===== config.mk =====
export PLATFORM = sky130hd
export DESIGN_NAME = sparse_column_list_to_dense_unit
export DESIGN_NICKNAME = d
export VERILOG_FILES = /design/src/hdl/scl2d_pkg.sv /design/src/hdl/sparse_column_list_to_dense_unit.sv /design/src/hdl/scl2d_scan.sv
export VERILOG_INCLUDE_DIRS = /design/src /design/src/hdl
export SDC_FILE = /design/constraint.sdc
export NUM_CORES = 2
export LEC_CHECK = 0
export BUFFER_PORTS_ARGS = -buffer_cell sky130_fd_sc_hd__buf_2
export CORE_ASPECT_RATIO = 0.5
export CORE_UTILIZATION = 30
export DETAILED_ROUTE_END_ITERATION = 6
export MAX_ROUTING_LAYER = met4
export REMOVE_ABC_BUFFERS = 1
export SLEW_MARGIN = 5
export SYNTH_ARGS = -nofsm -noshare
export SYNTH_HDL_FRONTEND = slang
export SYNTH_SLANG_ARGS = --single-unit

===== constraint.sdc =====
create_clock -name clk -period 7.75 [get_ports clk]
set_clock_uncertainty 0.1 [all_clocks]
set_input_delay 0.3875 -clock clk [delete_from_list [all_inputs] [get_ports clk]]
set_output_delay 0.3875 -clock clk [all_outputs]
set_load 0.01 [all_outputs]

===== src/hdl/sparse_column_list_to_dense_unit_macros.svh =====
// ----------------------------------------------------------------------------
// Assertion macros for the sparse column list unit
// Short forms of the concurrent checks used at the end of the top level.
// ----------------------------------------------------------------------------
`ifndef SPARSE_COLUMN_LIST_TO_DENSE_UNIT_MACROS_SVH
`define SPARSE_COLUMN_LIST_TO_DENSE_UNIT_MACROS_SVH

// Same-cycle implication, sampled on clk and switched off during reset.
`define SCL2D_ASSERT_IMPLY(lbl, ante, cons) \
	lbl: assert property (@(posedge clk) disable iff (!arst_n) (ante) |-> (cons)) \
		else $error("scl2d: same-cycle check failed");

// Next-cycle implication, sampled on clk and switched off during reset.
`define SCL2D_ASSERT_NEXT(lbl, ante, cons) \
	lbl: assert property (@(posedge clk) disable iff (!arst_n) (ante) |=> (cons)) \
		else $error("scl2d: next-cycle check failed");

`endif


===== src/hdl/scl2d_pkg.sv =====
// ----------------------------------------------------------------------------
// scl2d_pkg
// Field widths, command codes and the control and status groups shared by
// the sparse column list unit and its entry scanner.
// ----------------------------------------------------------------------------
package scl2d_pkg;

	// Fixed field widths of the stream beats.
	localparam int FUNC_W      = 2;
	localparam int COL_W       = 3;
	localparam int ROW_W       = 3;
	localparam int IN_VALUE_W  = 32;
	localparam int OUT_VALUE_W = 32;
	localparam int COUNT_W     = 4;

	// Number of distinct column or row indexes the fields can address.
	localparam int INDEX_SPAN = 1 << COL_W;

	// Command codes carried in tuser.
	typedef enum logic [FUNC_W-1:0] {
		FUNC_CLEAR  = 2'd0,
		FUNC_APPEND = 2'd1,
		FUNC_READ   = 2'd2
	} func_t;

	// Requests from the top level to the entry scanner.
	typedef struct packed {
		logic start;
		logic wr_en;
	} scan_ctl_t;

	// Completion report from the entry scanner.
	typedef struct packed {
		logic done;
		logic hit;
	} scan_stat_t;

endpackage


===== src/hdl/sparse_column_list_to_dense_unit.sv =====
// ----------------------------------------------------------------------------
// sparse_column_list_to_dense_unit
// Sparse matrix in column list form answering dense element reads.
// ----------------------------------------------------------------------------
// One item is handled at a time. A clear, an append, an unused command or
// a read outside the matrix goes from the execute step straight to the push
// step, which loads its result beat into the output register. A read within
// the matrix walks the addressed column list through the single-port entry
// memory, one entry per cycle, with registered read data, until the first
// pair whose row matches or the end of the fill pairs in that column, at
// most DIM; its result beat is then loaded in the push step. The next beat
// is accepted as soon as the result sits in the output register, even if it
// has not been taken yet; a result beat that is still waiting there holds
// back the next load, and with it the input. No clearing pass is needed
// after reset: the per-column fill counts are cleared at once and entries
// beyond them are never read.
// ----------------------------------------------------------------------------
module sparse_column_list_to_dense_unit #(
	parameter int DIM        = 8,
	parameter int VALUE_BITS = 32
) (
	input  logic        clk,
	input  logic        arst_n,
	input  logic        s_axis_tvalid,
	output logic        s_axis_tready,
	input  logic [39:0] s_axis_tdata,   // column[2:0], row[5:3], value[37:6]
	input  logic [1:0]  s_axis_tuser,   // func[1:0]
	output logic        m_axis_tvalid,
	input  logic        m_axis_tready,
	output logic [39:0] m_axis_tdata    // read_value[31:0], nonzero_rows[35:32],
	                                    // status[36]
);
	import scl2d_pkg::*;

	`include "sparse_column_list_to_dense_unit_macros.svh"

	localparam int NCOL = (DIM < INDEX_SPAN) ? DIM : INDEX_SPAN;
	localparam int NROW = NCOL;
	localparam int CW   = $clog2(NCOL);
	localparam int RW   = $clog2(NROW);
	localparam int FW   = $clog2(DIM + 1);

	typedef enum logic [3:0] {
		ST_IDLE = 4'b0001,
		ST_EXEC = 4'b0010,
		ST_SCAN = 4'b0100,
		ST_PUSH = 4'b1000
	} state_t;

	state_t                  st_q;
	logic [FUNC_W-1:0]       req_func_q;
	logic [COL_W-1:0]        req_col_q;
	logic [ROW_W-1:0]        req_row_q;
	logic [IN_VALUE_W-1:0]   req_value_q;

	logic [FW-1:0]           fill_q [NCOL];
	logic [NROW-1:0]         row_seen_q;
	logic [COUNT_W-1:0]      row_count_q;

	logic [VALUE_BITS-1:0]   res_value_q;
	logic                    res_status_q;

	logic                    m_tvalid_q;
	logic [OUT_VALUE_W-1:0]  out_value_q;
	logic [COUNT_W-1:0]      out_count_q;
	logic                    out_status_q;

	logic                    in_accept;
	logic                    out_free;
	logic                    in_range;
	logic [FW-1:0]           col_fill;
	logic                    col_full;
	logic [VALUE_BITS-1:0]   wr_value;
	logic                    wr_nonzero;
	scan_ctl_t               scan_ctl;
	scan_stat_t              scan_stat;
	logic [VALUE_BITS-1:0]   scan_value;

	// Stream handshakes.
	assign s_axis_tready = (st_q == ST_IDLE);
	assign in_accept     = s_axis_tvalid && s_axis_tready;
	assign out_free      = !m_tvalid_q || m_axis_tready;
	assign m_axis_tvalid = m_tvalid_q;
	assign m_axis_tdata  = {3'b000, out_status_q, out_count_q, out_value_q};

	// Decode of the held item.
	assign in_range   = (int'(req_col_q) < NCOL) && (int'(req_row_q) < NROW);
	assign col_fill   = fill_q[req_col_q[CW-1:0]];
	assign col_full   = (int'(col_fill) >= DIM);
	assign wr_value   = VALUE_BITS'(req_value_q);
	assign wr_nonzero = (wr_value != '0);

	// Scanner requests are issued from the execute step only.
	always_comb begin
		scan_ctl.start = 1'b0;
		scan_ctl.wr_en = 1'b0;
		if (st_q == ST_EXEC && in_range) begin
			if (req_func_q == FUNC_READ) begin
				scan_ctl.start = 1'b1;
			end
			if (req_func_q == FUNC_APPEND && !col_full) begin
				scan_ctl.wr_en = 1'b1;
			end
		end
	end

	scl2d_scan #(
		.DIM        (DIM),
		.VALUE_BITS (VALUE_BITS)
	) u_scan (
		.clk      (clk),
		.arst_n   (arst_n),
		.ctl      (scan_ctl),
		.col      (req_col_q),
		.row      (req_row_q),
		.fill     (col_fill),
		.wr_value (wr_value),
		.stat     (scan_stat),
		.rd_value (scan_value)
	);

	// Held item: taken from the input beat.
	always_ff @(posedge clk) begin
		if (in_accept) begin
			req_func_q  <= s_axis_tuser;
			req_col_q   <= s_axis_tdata[2:0];
			req_row_q   <= s_axis_tdata[5:3];
			req_value_q <= s_axis_tdata[37:6];
		end
	end

	// Result of the item before it moves to the output register.
	always_ff @(posedge clk) begin
		if (st_q == ST_EXEC) begin
			res_value_q  <= '0;
			res_status_q <= (req_func_q == FUNC_APPEND) && in_range && col_full;
		end else if (st_q == ST_SCAN && scan_stat.done) begin
			res_value_q <= scan_stat.hit ? scan_value : '0;
		end
	end

	// Sequencer, list fills, seen-row marks and the nonzero-row count.
	always_ff @(posedge clk or negedge arst_n) begin
		if (!arst_n) begin
			st_q        <= ST_IDLE;
			row_seen_q  <= '0;
			row_count_q <= '0;
			for (int c = 0; c < NCOL; c++) begin
				fill_q[c] <= '0;
			end
		end else begin
			case (st_q)
				ST_IDLE: begin
					if (in_accept) begin
						st_q <= ST_EXEC;
					end
				end
				ST_EXEC: begin
					st_q <= ST_PUSH;
					case (req_func_q)
						FUNC_CLEAR: begin
							row_seen_q  <= '0;
							row_count_q <= '0;
							for (int c = 0; c < NCOL; c++) begin
								fill_q[c] <= '0;
							end
						end
						FUNC_APPEND: begin
							if (in_range && !col_full) begin
								fill_q[req_col_q[CW-1:0]] <= col_fill + 1'b1;
								if (wr_nonzero && !row_seen_q[req_row_q[RW-1:0]]) begin
									row_seen_q[req_row_q[RW-1:0]] <= 1'b1;
									row_count_q <= row_count_q + 1'b1;
								end
							end
						end
						FUNC_READ: begin
							if (in_range) begin
								st_q <= ST_SCAN;
							end
						end
						default: begin
						end
					endcase
				end
				ST_SCAN: begin
					if (scan_stat.done) begin
						st_q <= ST_PUSH;
					end
				end
				ST_PUSH: begin
					if (out_free) begin
						st_q <= ST_IDLE;
					end
				end
				default: begin
					st_q <= ST_IDLE;
				end
			endcase
		end
	end

	// Output register: holds the result beat until it is taken.
	always_ff @(posedge clk or negedge arst_n) begin
		if (!arst_n) begin
			m_tvalid_q <= 1'b0;
		end else if (st_q == ST_PUSH && out_free) begin
			m_tvalid_q <= 1'b1;
		end else if (m_axis_tready) begin
			m_tvalid_q <= 1'b0;
		end
	end

	always_ff @(posedge clk) begin
		if (st_q == ST_PUSH && out_free) begin
			out_value_q  <= OUT_VALUE_W'(res_value_q);
			out_count_q  <= row_count_q;
			out_status_q <= res_status_q;
		end
	end

	// Checks on the sequencing and the seen-row bookkeeping.
	`SCL2D_ASSERT_IMPLY(a_count_matches_marks, 1'b1, row_count_q == COUNT_W'($countones(row_seen_q)))
	`SCL2D_ASSERT_IMPLY(a_scan_only_for_read, st_q == ST_SCAN, req_func_q == FUNC_READ)
	`SCL2D_ASSERT_IMPLY(a_done_only_in_scan, scan_stat.done, st_q == ST_SCAN)
	`SCL2D_ASSERT_NEXT(a_accept_starts_exec, in_accept, st_q == ST_EXEC)

endmodule


===== src/hdl/scl2d_scan.sv =====
// ----------------------------------------------------------------------------
// scl2d_scan
// Entry memory of all column lists with its append port and the scanner
// that walks one column list, one entry per cycle, for the first row match.
// ----------------------------------------------------------------------------
module scl2d_scan #(
	parameter int DIM        = 8,
	parameter int VALUE_BITS = 32
) (
	input  logic                          clk,
	input  logic                          arst_n,
	input  scl2d_pkg::scan_ctl_t          ctl,
	input  logic [scl2d_pkg::COL_W-1:0]   col,
	input  logic [scl2d_pkg::ROW_W-1:0]   row,
	input  logic [$clog2(DIM+1)-1:0]      fill,
	input  logic [VALUE_BITS-1:0]         wr_value,
	output scl2d_pkg::scan_stat_t         stat,
	output logic [VALUE_BITS-1:0]         rd_value
);
	import scl2d_pkg::*;

	localparam int NCOL   = (DIM < INDEX_SPAN) ? DIM : INDEX_SPAN;
	localparam int CW     = $clog2(NCOL);
	localparam int FW     = $clog2(DIM + 1);
	localparam int DEPTH  = NCOL * DIM;
	localparam int AW     = $clog2(DEPTH);
	localparam int WORD_W = ROW_W + VALUE_BITS;

	logic [WORD_W-1:0] entry_mem_q [DEPTH];
	logic [WORD_W-1:0] rdata_s1;
	logic              rvalid_s1;
	logic              busy_q;
	logic [FW-1:0]     idx_q;

	logic [AW-1:0]     wr_addr;
	logic [AW-1:0]     rd_addr;
	logic [AW-1:0]     mem_addr;
	logic              hit_now;
	logic              issue;
	logic              finish;

	// Entry k of column c sits at c*DIM+k.
	assign wr_addr  = AW'(int'(col[CW-1:0]) * DIM + int'(fill));
	assign rd_addr  = AW'(int'(col[CW-1:0]) * DIM + int'(idx_q));
	assign mem_addr = ctl.wr_en ? wr_addr : rd_addr;

	// The entry read last cycle is compared here; a match ends the walk and
	// keeps any further read from being issued.
	assign hit_now = rvalid_s1 && (rdata_s1[VALUE_BITS +: ROW_W] == row);
	assign issue   = busy_q && !hit_now && (idx_q < fill);
	assign finish  = busy_q && !issue && (hit_now || !rvalid_s1);

	assign stat.done = finish;
	assign stat.hit  = hit_now;
	assign rd_value  = hit_now ? rdata_s1[VALUE_BITS-1:0] : '0;

	// Single-port entry memory: appends write, the walk reads.
	always_ff @(posedge clk) begin
		if (ctl.wr_en) begin
			entry_mem_q[mem_addr] <= {row, wr_value};
		end
		if (issue) begin
			rdata_s1 <= entry_mem_q[mem_addr];
		end
	end

	// Walk control: index of the next entry and the read-in-flight flag.
	always_ff @(posedge clk or negedge arst_n) begin
		if (!arst_n) begin
			busy_q    <= 1'b0;
			idx_q     <= '0;
			rvalid_s1 <= 1'b0;
		end else begin
			rvalid_s1 <= issue;
			if (ctl.start) begin
				busy_q <= 1'b1;
				idx_q  <= '0;
			end else begin
				if (finish) begin
					busy_q <= 1'b0;
				end
				if (issue) begin
					idx_q <= idx_q + 1'b1;
				end
			end
		end
	end

endmodule


==> results.md <==
| Parameter | Reported |
|:---|:---|
| WL final | 331,000 µm |
| Violated checks | design-rule violations |
| Net Sw Power | 0.0120 W |
| Part of the total power dissipated in sequential elements | 43.1% |
| Setup-failing EPs final | 0 |
| Num CTS Buffers | 228 |
| Critical Path, Cell by Cell | mux2_2, mux4_2, inv_2, buf_4, a21oi_1, nor2_4, buf_4, buf_4, a22oi_1, o211ai_1, a21oi_1, a2111oi_1 |
| Pwr Density | 333 nW/µm² |
| Worst slew pin tran | 1410 ps |
| Critical path type | reg2reg |
| Cell taking the most area after synthesis | sky130_fd_sc_hd__edfxtp_1 |
| Final-report max-slew violation count | 0 |
| Worst reg2reg path depth | 12 |
| Main synth FF type | sky130_fd_sc_hd__edfxtp_1 |
| Crit Reg-Reg Endpoint | u_scan.rdata_s1[10] |
| Number of detailed-route iterations in the first pass | 7 |
| Number of port buffers | 82 |
| Nets | 5,886 |
| Number of antenna violations at the first check in global routing | 22 |
| PnR worst setup slack | 1720 ps |
| Tot GR Track Use | 21.0% |
| Number of global-route vias before repair | 54,100 |
| Synth warnings | 0 |
| Quantity of gates resized following cts | 0 |
| CP Max Fanout | 30 |
| Total internal power | 0.0239 W |
| Worst setup EP type | flop |
| Flops & latches, synth | 2,440 |
| Yosys top cell area share | 76.3% |
| Clock-pin slew reported for the worst setup and hold paths after clock tree synthesis | 60 ps |
| Weighted congestion reported at the end of routability-driven placement | 0.868 |
| Standby leakage power | 33.8 nW |
| Reg-to-reg slack, setup | 1720 ps |
| Global-route wire length before repair | 448,000 µm |
| Synth-to-layout area growth | 16.6% |
| Top cell by count, worst path | sky130_fd_sc_hd__buf_4 |
| Iter 0 DRT Violations | 11,300 |
| Gate Count Post-Synth | 5,508 |
| Die Width | 788 µm |
| Count of non-filler cells in the finished layout | 10,100 |
| Worst rel slew slack | 5.75% |
| Number of top-level pins | 88 |
| Level count of the clock H-tree | 4 |
| Mean number of vias per cell | 5.75 |
| Synth Cell Area | 92,600 µm² |
| Outcome | finished with violations |
| Post-route ant nets | 0 |
| Source-to-sink clock delay at the later pin of the worst-skew pair | 900 ps |
| Minimum period implied by the final worst setup slack | 6030 ps |
| Sequential fraction of the synthesis area | 78.5% |
| Highest clock rate | 166 MHz |
| Final critical-path share of the clock period | 77.8% |
| Number of distinct library cells after synthesis | 111 |
| Number of instances in the placed design | 9,617 |
| Pre-CTS worst setup slack | 1960 ps |
| Drt drc | 6 |
| Worst min path class | in2reg |
| Largest stage delay on the critical path | 780 ps |
| Placeable core region | 305,000 µm² |
| Effective utilization at floorplan | 30.3% |
| Combinational share of power | 26.1% |
| Worst Hold Path EP | req_value_q[9] |
| Switching part of the total | 33.5% |
| Area enclosed by the die boundary | 311,000 µm² |
| Fraction of layout cells with a size suffix above 1 | 16.1% |
| Slowest CP cell | sky130_fd_sc_hd__nor2_4 |
| Final Hold Viols | 0 |
| Start of the worst register-to-register path | req_col_q[0] |
| Number of maximum-capacitance constraint violations | 0 |
| Placed wire-length estimate after detailed placement | 187,000 µm |
| Number of buffers on the longest clock path | 3 |
| Worst hold start | s_axis_tdata[15] |
| Via count | 58,200 |
| Avg Synthesized Cell Area | 16.8 µm² |
| Number of flops mapped to enable cells by yosys | 2,353 |
| Root buffer cell | sky130_fd_sc_hd__clkbuf_16 |
| Main area contributors after synthesis | sky130_fd_sc_hd__edfxtp_1, sky130_fd_sc_hd__nand2_1, sky130_fd_sc_hd__a21oi_1 |
| Height of the die | 395 µm |
| Overflow left after global routing | 0 |
| TritonCTS Sinks | 2,440 |
| Hold Path Depth | 2 |
| Wirelength per Cell | 32.7 µm |
| Clock tree from TritonCTS | built |
| FP Rows | 143 |
| Setup repair after global routing missed its margin | false |
| Share of power burned in the clock network | 30.8% |
| Share of synthesized flip-flops with an asynchronous set or reset | 2.25% |
| Arr. time, crit path | 6610 ps |
| Category of the worst setup path launch point | flop |
| Peak VDD IR | 0.340 mV |
| Largest net degree at the start of global routing | 68 |
| Critical path data required time | 8330 ps |
[state kept, by name, indices dropped and copies added, names as in the netlist]
signal,cells
out_value_q,32
u_scan.entry_mem_q,2240
res_status_q,1
req_value_q,32
m_axis_tvalid,1
req_func_q,2
u_scan.idx_q,4
st_q,4
res_value_q,32
req_col_q,3
u_scan.rvalid_s1,1
out_status_q,1
req_row_q,3
row_count_q,4
u_scan.busy_q,1
fill_q,32
out_count_q,4
u_scan.rdata_s1,35
row_seen_q,8
[worst max path at each step]
stage / start / endpoint / slack (ps) / depth (start not counted)
global route: req_col_q[1] / u_scan.rdata_s1[10] / 1660 / 12
finish: req_col_q[0] / u_scan.rdata_s1[10] / 1720 / 12
floorplan: req_col_q[0] / u_scan.rdata_s1[11] / -3980 / 10
global placement: req_col_q[0] / u_scan.entry_mem_q[59][26] / 1970 / 15
detailed placement: req_col_q[0] / u_scan.entry_mem_q[59][26] / 1960 / 15
CTS: req_col_q[0] / u_scan.entry_mem_q[59][26] / 1940 / 15
[routing by layer]
layer	vias up	share of wire, %	track usage [%]
li1	23100	-	-
met1	29900	38	27.4
met2	4360	44	31.4
met3	785	13	5.09
met4	0	5.1	9.18
met5	-	0	-
[area by class of cell]
| type | count | area [µm²] |
|---|---|---|
| multi-input combinational | 2707 | 18900 |
| antenna | 23 | 57.6 |
| clock inverter | 134 | 1120 |
| clock buffer | 295 | 6200 |
| timing repair buffer | 436 | 3890 |
| inverter | 17 | 66.3 |
| sequential | 2440 | 72700 |
| fill | 28500 | 197000 |
| tap | 4060 | 5080 |
[cells in the final DEF (no fill, tap or decap), types with 19 or more instances in the layout]
master	instances
sky130_fd_sc_hd__dfrtp_1	54
sky130_fd_sc_hd__nor2_1	72
sky130_fd_sc_hd__nand3_1	136
sky130_fd_sc_hd__a221o_1	34
sky130_fd_sc_hd__clkbuf_1	47
sky130_fd_sc_hd__o211ai_1	55
sky130_fd_sc_hd__buf_4	254
sky130_fd_sc_hd__nor2_4	71
sky130_fd_sc_hd__edfxtp_1	2353
sky130_fd_sc_hd__dlygate4sd3_1	43
sky130_fd_sc_hd__diode_2	23
sky130_fd_sc_hd__dfxtp_1	32
sky130_fd_sc_hd__clkbuf_16	232
sky130_fd_sc_hd__o221ai_1	21
sky130_fd_sc_hd__clkinv_2	43
sky130_fd_sc_hd__buf_2	82
sky130_fd_sc_hd__nand4_1	30
sky130_fd_sc_hd__a31oi_1	29
sky130_fd_sc_hd__o21ai_0	120
sky130_fd_sc_hd__nand2_1	529
sky130_fd_sc_hd__o22ai_1	19
sky130_fd_sc_hd__a222oi_1	136
sky130_fd_sc_hd__a211oi_1	45
sky130_fd_sc_hd__a221oi_1	128
sky130_fd_sc_hd__a2111oi_0	35
sky130_fd_sc_hd__buf_12	57
sky130_fd_sc_hd__nor3_1	22
sky130_fd_sc_hd__clkinv_1	59
sky130_fd_sc_hd__a22o_1	53
sky130_fd_sc_hd__a21oi_1	362
sky130_fd_sc_hd__mux2i_1	167
sky130_fd_sc_hd__a22oi_1	235
sky130_fd_sc_hd__mux2_2	101
[critical path, delay by kind of cell (launching register included)]
family | cells | cell delay (ps)
muxes | 2 | 1060
and+or+nand+nor | 1 | 780
DFF | 1 | 490
AOI/OAI and AO/OA | 5 | 1700
buffers and inverters | 4 | 1600
[kinds of logic after synthesis]
family,count (synthesis),share of synthesized area [%]
AO/OA/AOI/OAI,1423,11.3
XOR/XNOR,11,0.104
adder cells (fa/ha/maj),10,0.135
buffers and inverters,363,1.95
flip-flops,2440,78.5
multiplexers,293,3.43
other,1,0.00405
AND/OR/NAND/NOR,967,4.61
[stage by stage]
stage,util [%],total power [W],setup TNS (ps),hold WS [ps],area [µm²]
2_1_floorplan,-,0.0203,-285440,-8.09,90900
3_3_place_gp,32.8,0.0248,0,311,100000
3_5_place_dp,32.8,0.0248,0,306,100000
4_1_cts,35.3,0.0357,0,60.6,108000
5_1_grt,35.3,0.0366,0,95.2,108000
6_report,35.3,0.0359,0,110,108000
[power groups by stage]
| stage | Combinational [W] | Sequential, W | Clock (W) |
|---|---|---|---|
| detailed placement | 0.00907 | 0.0157 | 0 |
| global route | 0.00953 | 0.0155 | 0.0116 |
| CTS | 0.00911 | 0.0155 | 0.0111 |
| floorplan | 0.00429 | 0.0160 | 0 |
| global placement | 0.00901 | 0.0157 | 0 |
| finish | 0.00938 | 0.0155 | 0.0111 |
[Yosys cell counts, drive strengths merged, types with 55 or more instances]
master,n
clkbuf,109
mux2,118
a221oi,128
o21ai,130
nand2,536
a21oi,363
a22oi,236
nand3,139
mux2i,169
nor2,147
a222oi,136
edfxtp,2353
buf,237
o211ai,55
[what timing repair did]
item	4_1_cts	5_1_grt
endpoints found under the hold margin	98	0
hold buffers	43	0
setup buffers	0	0
Power figures use the tool's default switching activity.
